**config.mk**
```make
export PLATFORM = sky130hd
export DESIGN_NAME = pmpa_cell
export DESIGN_NICKNAME = d
export VERILOG_FILES = /design/src/hw/rtl/pmpa_pkg.sv /design/src/hw/rtl/pmpa_cell.sv
export SDC_FILE = /design/constraint.sdc
export NUM_CORES = 1
export LEC_CHECK = 0
export BUFFER_PORTS_ARGS = -buffer_cell sky130_fd_sc_hd__clkbuf_2
export CAP_MARGIN = 20
export CORE_ASPECT_RATIO = 2
export CORE_UTILIZATION = 45
export CTS_CLUSTER_SIZE = 30
export DETAILED_ROUTE_END_ITERATION = 10
export PLACE_DENSITY = 0.64
export SLEW_MARGIN = 20
export SYNTH_ARGS = -nofsm -noshare
export SYNTH_HDL_FRONTEND = slang
export SYNTH_SLANG_ARGS = --single-unit
```
**constraint.sdc**
```tcl
create_clock -name i_clk -period 5.5 [get_ports i_clk]
set_input_delay 0.825 -clock i_clk [delete_from_list [all_inputs] [get_ports i_clk]]
set_output_delay 0.825 -clock i_clk [all_outputs]
set_load 0.01 [all_outputs]
```
**src/hw/rtl/pmpa_pkg.sv**
```systemverilog
package pmpa_pkg;

    // defaults of the top level parameters
    localparam int MAX_DIM_DEF       = 4096;
    localparam int CORDIC_STAGES_DEF = 16;

    // datapath widths
    localparam int XW    = 44;   // CORDIC x/y
    localparam int ZW    = 34;   // CORDIC angle accumulator
    localparam int AW    = 35;   // pixel offset from focus
    localparam int MW    = 36;   // frame multiplier operands
    localparam int NUMW  = 56;   // dividend magnitude
    localparam int NORM_TOP = 40; // vectors are scaled until max(|x|,|y|) >= 2^40

    localparam logic [31:0] HALF_TURN    = 32'h8000_0000;
    localparam logic [31:0] QUARTER_TURN = 32'h4000_0000;
    localparam int          CORDIC_X0    = 652032874;
    localparam logic [33:0] TILT_TO_TURN = 34'd5468522205;
    localparam logic [15:0] DEG_FULL     = 16'd46080;

    // input item kinds
    localparam logic OP_FRAME = 1'b0;
    localparam logic OP_PIXEL = 1'b1;

    // configuration register indexes
    localparam logic [2:0] REG_FOCAL  = 3'd0;
    localparam logic [2:0] REG_PRIN_X = 3'd1;
    localparam logic [2:0] REG_PRIN_Y = 3'd2;
    localparam logic [2:0] REG_DELTA_X = 3'd3;
    localparam logic [2:0] REG_DELTA_Y = 3'd4;
    localparam logic [2:0] REG_DELTA_Z = 3'd5;
    localparam logic [2:0] REG_TILT_X = 3'd6;
    localparam logic [2:0] REG_TILT_Y = 3'd7;

    typedef struct packed {
        logic        [19:0] focal;
        logic        [15:0] prin_x;
        logic        [15:0] prin_y;
        logic signed [31:0] delta_x;
        logic signed [31:0] delta_y;
        logic signed [31:0] delta_z;
        logic signed [15:0] tilt_x;
        logic signed [15:0] tilt_y;
    } t_cfg;

    // per-item side info riding along the pixel pipeline
    typedef struct packed {
        logic        zero;
        logic        lat;
        logic [15:0] lat_ang;
    } t_side;

    // frame result handed to the top level
    typedef struct packed {
        logic               lateral;
        logic        [15:0] lat_ang;
        logic signed [31:0] focus_x;
        logic signed [31:0] focus_y;
    } t_fupd;

    // arctangent of 2^-i as a binary angle
    function automatic logic [31:0] atan_turn(input int idx);
        logic [31:0] v;
        case (idx)
            0:  v = 32'd536870912;
            1:  v = 32'd316933406;
            2:  v = 32'd167458907;
            3:  v = 32'd85004756;
            4:  v = 32'd42667331;
            5:  v = 32'd21354465;
            6:  v = 32'd10679838;
            7:  v = 32'd5340245;
            8:  v = 32'd2670163;
            9:  v = 32'd1335087;
            10: v = 32'd667544;
            11: v = 32'd333772;
            12: v = 32'd166886;
            13: v = 32'd83443;
            14: v = 32'd41722;
            15: v = 32'd20861;
            16: v = 32'd10430;
            17: v = 32'd5215;
            18: v = 32'd2608;
            19: v = 32'd1304;
            20: v = 32'd652;
            21: v = 32'd326;
            22: v = 32'd163;
            23: v = 32'd81;
            default: v = 32'd0;
        endcase
        return v;
    endfunction

    // binary angle to Q9.7 degrees, rounded, full turn folds to zero
    function automatic logic [15:0] turn_to_deg(input logic [31:0] t);
        logic [47:0] p;
        logic [15:0] v;
        p = {16'b0, t} * {32'b0, DEG_FULL} + 48'h0000_8000_0000;
        v = p[47:32];
        return (v >= DEG_FULL) ? 16'd0 : v;
    endfunction

endpackage

```
**src/hw/rtl/pmpa_cell.sv**
```systemverilog
// One vectoring CORDIC cell: rotates toward the x axis by atan(2^-STAGE).
module pmpa_cell #(
    parameter int STAGE = 0
) (
    input  logic                            i_clk,
    input  logic                            i_rst_n,
    input  logic                            i_en,
    input  logic                            i_valid,
    input  logic signed [pmpa_pkg::XW-1:0]  i_x,
    input  logic signed [pmpa_pkg::XW-1:0]  i_y,
    input  logic        [31:0]              i_acc,
    input  pmpa_pkg::t_side                 i_side,
    output logic                            o_valid,
    output logic signed [pmpa_pkg::XW-1:0]  o_x,
    output logic signed [pmpa_pkg::XW-1:0]  o_y,
    output logic        [31:0]              o_acc,
    output pmpa_pkg::t_side                 o_side
);

    logic signed [pmpa_pkg::XW-1:0] n_x;
    logic signed [pmpa_pkg::XW-1:0] n_y;
    logic        [31:0]             n_acc;

    // micro-rotation
    always_comb begin
        if (i_y > 0) begin
            n_x   = i_x + (i_y >>> STAGE);
            n_y   = i_y - (i_x >>> STAGE);
            n_acc = i_acc + pmpa_pkg::atan_turn(STAGE);
        end else begin
            n_x   = i_x - (i_y >>> STAGE);
            n_y   = i_y + (i_x >>> STAGE);
            n_acc = i_acc - pmpa_pkg::atan_turn(STAGE);
        end
    end

    always_ff @(posedge i_clk) begin
        if (!i_rst_n) begin
            o_valid <= 1'b0;
        end else if (i_en) begin
            o_valid <= i_valid;
        end
        if (i_en) begin
            o_x    <= n_x;
            o_y    <= n_y;
            o_acc  <= n_acc;
            o_side <= i_side;
        end
    end

endmodule

```
# --- Yosys cells after proc, flatten, opt, wreduce, memory -nomap -nowiden ---
# Cells that the tools add are included.
totals:
  word_cells: 16
  out_inout_bits: 139
  ff_bits: 139
classes:
  n_mux: 3
  n_addsub: 5
  magnitude_cmp: 1
op_table:
  columns: ["cell", "count"]
  rows:
  - ["44-bit 2-to-1 mux", 2]
  - ["44-bit subtractor", 2]
  - ["44-bit adder", 1]
  - ["44-bit by 1-bit > comparator with 1-bit output (second input constant)", 1]
  - ["32-bit by 30-bit adder with 32-bit output (second input constant)", 1]
  - ["32-bit 2-to-1 mux", 1]
  - ["32-bit by 30-bit subtractor with 32-bit output (second input constant)", 1]

# --- Depth between registers and ports, before layout ---
logic_depth:
  word_depth: 2
  ltp_mapped: 13
  mapped_depth_nobuf: 12

# --- Worst setup path after synthesis ---
# Ideal clock, no wire load.
synth_path:
  kind: "input to register"
  startpoint: "input i_x[16] (netlist bit)"
  endpoint: "register o_y[25] (netlist bit), data pin"
  path_slack_ns: 2.101
  t_arrival_ns: 3.127
  path_stages: 9
  required_time_ns: 5.228
  path_cell_list: "inv_1 > ha_1 > nor4_2 > nand3_1 > o311ai_4 > a21o_1 > a21oi_4 > mux2i_1 > or4b_1"
synth_via:
  elab_chain_len: 2
  elab_cells_between_ends: 3
synth_lines:
  columns: ["item", "line", "source"]
  rows:
  - ["start: declaration", "pmpa_cell.sv:9", "input logic signed [pmpa_pkg::XW-1:0] i_x,"]
  - ["44-bit adder or 44-bit subtractor (tied branches)", "pmpa_cell.sv:32, pmpa_cell.sv:28", null]
  - ["44-bit 2-to-1 mux *", "pmpa_cell.sv:26", "if (i_y > 0) begin"]
  - ["via n_y, one bit", "pmpa_cell.sv:21", "logic signed [pmpa_pkg::XW-1:0] n_y;"]
  - ["end signal: assignment", "pmpa_cell.sv:45", "o_y <= n_y;"]
  - ["end: declaration", "pmpa_cell.sv:15", "output logic signed [pmpa_pkg::XW-1:0] o_y,"]
# The timed path passes the listed nets; every way through them passes the cells marked *.
# A chain may end at the register's enable or synchronous reset.

# --- Worst setup path after layout ---
layout_path:
  startpoint: "input i_x[7] (netlist bit)"
  endpoint: "register o_y[33] (netlist bit), data pin"
# Same word-level chain as after synthesis.

==> run summary <==
Top FF cell, synth: edfxtp_1
Remaining DRCs: 0
Core Footprint: 27700 µm²
DRT Pass-1 Iters: 5
CTS tree: yes
Critical path class: input pin to flop
Register area share after synthesis: 32.6%
Num rows: 86
Post-synth ARST share: 0%
Resized cells post-CTS: 0
Final net count: 2010
CP max FO: 15
Cell taking the most area after synthesis: edfxtp_1
Longest Clk Path Bufs: 2
First-pass GRT wire length: 79300 µm
Vias/cell: 6.18
Via count: 13.0k
Die Y: 239 µm
CTS clock-pin slew for the worst setup and hold paths: 0.06 ns
Status: finished, final reports clean
Routed wire length: 55800 µm
Syn_area_per_cell: 8.56 µm²
Yosys cell types: 87
Maximum vdd drop: 236 µV
Endpoint type of the worst setup path: flop
Min Hold Slack: 0.554 ns
GRT Residual Overflow: 0
Top cells by area, synth: edfxtp_1 (32%), ha_1 (13%), a21oi_1 (7.8%)
Design Area, Final: 15000 µm²
Hold-fix buffers, CTS: 0
Synthesized area: 12700 µm²
Final Hold Fails: 0
Final setup vio count: 0
Largest net degree at the start of global routing: 96
Wire per inst: 26.6 µm
Share of layout cells above drive strength 1: 20.4%
Max-cap violations: 0
Post-synth EDFFs: 137
Htree depth: 4
I/O Pins: 281
Syn nets: 1758
Leak pwr: 6.64 nW
Growth of design area from synthesis to finish: 18.4%
Pwr Density: 273 nW/µm²
CTS Buf Count: 17
Starting Density: 45.9%
Die extent in x: 121 µm
Final Wtd Congestion: 1.00
Buffers & Inverters on Critical Path: 2
Area after DPL: 14400 µm²
Final period util: 78.1%
Worst Path Required: 5.74 ns
Clock Sinks: 138
Critical Path AT: 4.53 ns
Initial antenna violation count: 0
Max stage delay on crit path: 0.73 ns
Slew Viols, Final: 0
HP Class: input pin to flop
Max Fclk: 233 MHz
Worst setup SP type: input pin
Flops & latches, synth: 138
Port buffer count: 280
RSZ-0062 raised after global routing: false
Vias in the first global route: 13.1k
Post-synth top area share: 32.4%
CP cell instances: clkbuf_2 > inv_1 > ha_1 > nor2_1 > nor4b_2 > a31oi_4 > o311ai_4 > a21oi_1 > o21ai_1 > o21ai_0 > xnor2_1
Starting DRT DRC Count: 857
GRT Total Usage: 38.5%
Slew margin rel.: 25.7%
Cells after synthesis: 1483
DIE AREA: 28900 µm²
Routed Antenna Nets: 0
Yosys warns: 0
Slowest CP cell: nor4b_2
Crit path time final: 4.29 ns
Post-CTS Setup Repair Bufs: 0
Post-DP HPWL: 46100 µm
Worst-Margin Slew: 1.11 ns
CP top delay family: compound AO/OA/AOI/OAI gates
Clock latency on the worst-skew pair: 0.44 ns
Setup TNS: 0 ns
CTS root buf: clkbuf_16
Final Skew: 0 ns
[stage by stage]
step | cells | setup WS [ns] | power, mW | utilization (%)
final | 2100 | 1.21 | 4.09 | 54.3
after floorplan | 1483 | 2.10 | 2.26 | -
after CTS | 2099 | 1.38 | 4.07 | 54.3
after global routing | 2099 | 1.14 | 4.23 | 54.3
after global placement | 2068 | 0.566 | 2.88 | 52.2
after detailed placement | 2068 | 0.922 | 2.89 | 52.2
[worst paths after layout]
check / depth (start not counted) / startpoint / to / slack, ns
setup / recovery: 11 / i_x[7] / o_y[33] / 1.21
hold / removal: 1 / i_acc[17] / o_acc[17] / 0.55
setup reg to reg: 2 / o_valid / o_valid / 4.86
hold reg to reg: 2 / o_valid / o_valid / 0.55
[layout by cell type, fill, tap and decap left out, types with 6 or more instances in the layout]
cell         n
nand3b_1     7
nor4_1      26
o21ai_0    101
o31ai_1     10
o22ai_1     10
clkbuf_16   17
xor2_1       6
nor2_1     117
o21a_1       9
o221ai_1     6
nand2_1     95
a211oi_1     8
a21oi_1    197
a21o_1      31
ha_1       129
mux2i_1     23
nor3_1      26
or3_1        9
o211ai_1    12
and3_1       6
nand4_1     33
clkbuf_2   279
xnor2_1     76
nand3_1     14
a31oi_1     16
edfxtp_1   137
buf_4       19
a21boi_0     7
inv_1      135
nand2b_1    10
nor2b_1     18
o21bai_1    29
o21ai_1     12
[flip-flops by register name, summed over array words and instances, names as in the netlist]
signal,count
o_x,44
o_y,43
o_acc,32
o_side,18
o_valid,1
[Yosys cell counts (26+ instances only)]
library cell	count
ha_1	129
nand2_1	95
xnor2_1	76
nand4_1	33
clkbuf_1	33
inv_1	136
edfxtp_1	137
nor4_1	26
nor3_1	26
a21o_1	31
nor2_1	118
a21oi_1	197
o21bai_1	29
o21ai_0	101
[cell families (layout without fill, tap and decap cells)]
group	after synthesis	in the layout	synth area share (%)
mux	24	24	1.90
buf+inv	209	473	6.41
compound gates	507	507	24.8
simple gates	390	390	15.3
flops	138	138	32.6
other cells	0	1	0
xor+xnor	82	82	5.66
fa+ha+maj	133	133	13.4
[power breakdown]
group          internal (mW)  total (mW)  leakage, nW  switching (mW)
Sequential              1.35        1.40         1.35          0.0530
Clock                  0.714        1.19        0.291           0.478
Combinational          0.505        1.50         5.00           0.993
[area by class of cell]
cell class              instances  area, µm²
flip-flops and latches        138       4130
clock buffers                  18        429
clock inverters                13        165
multi-input cells            1136       7750
diodes                          1       2.50
repair buffers                300       1570
well taps                     352        440
inverters                     142        533
fillers                      2690      12600
[per-layer routing]
layer  wire length [µm]  track usage [%]  vias up
met3               2670             5.74      274
li1                   -                -     5887
met1              16400             31.5     6170
met4               6900             42.8        0
met5                  0                0        -
met2              29800             72.4      651
No activity file was read; power rests on OpenSTA's default activity.
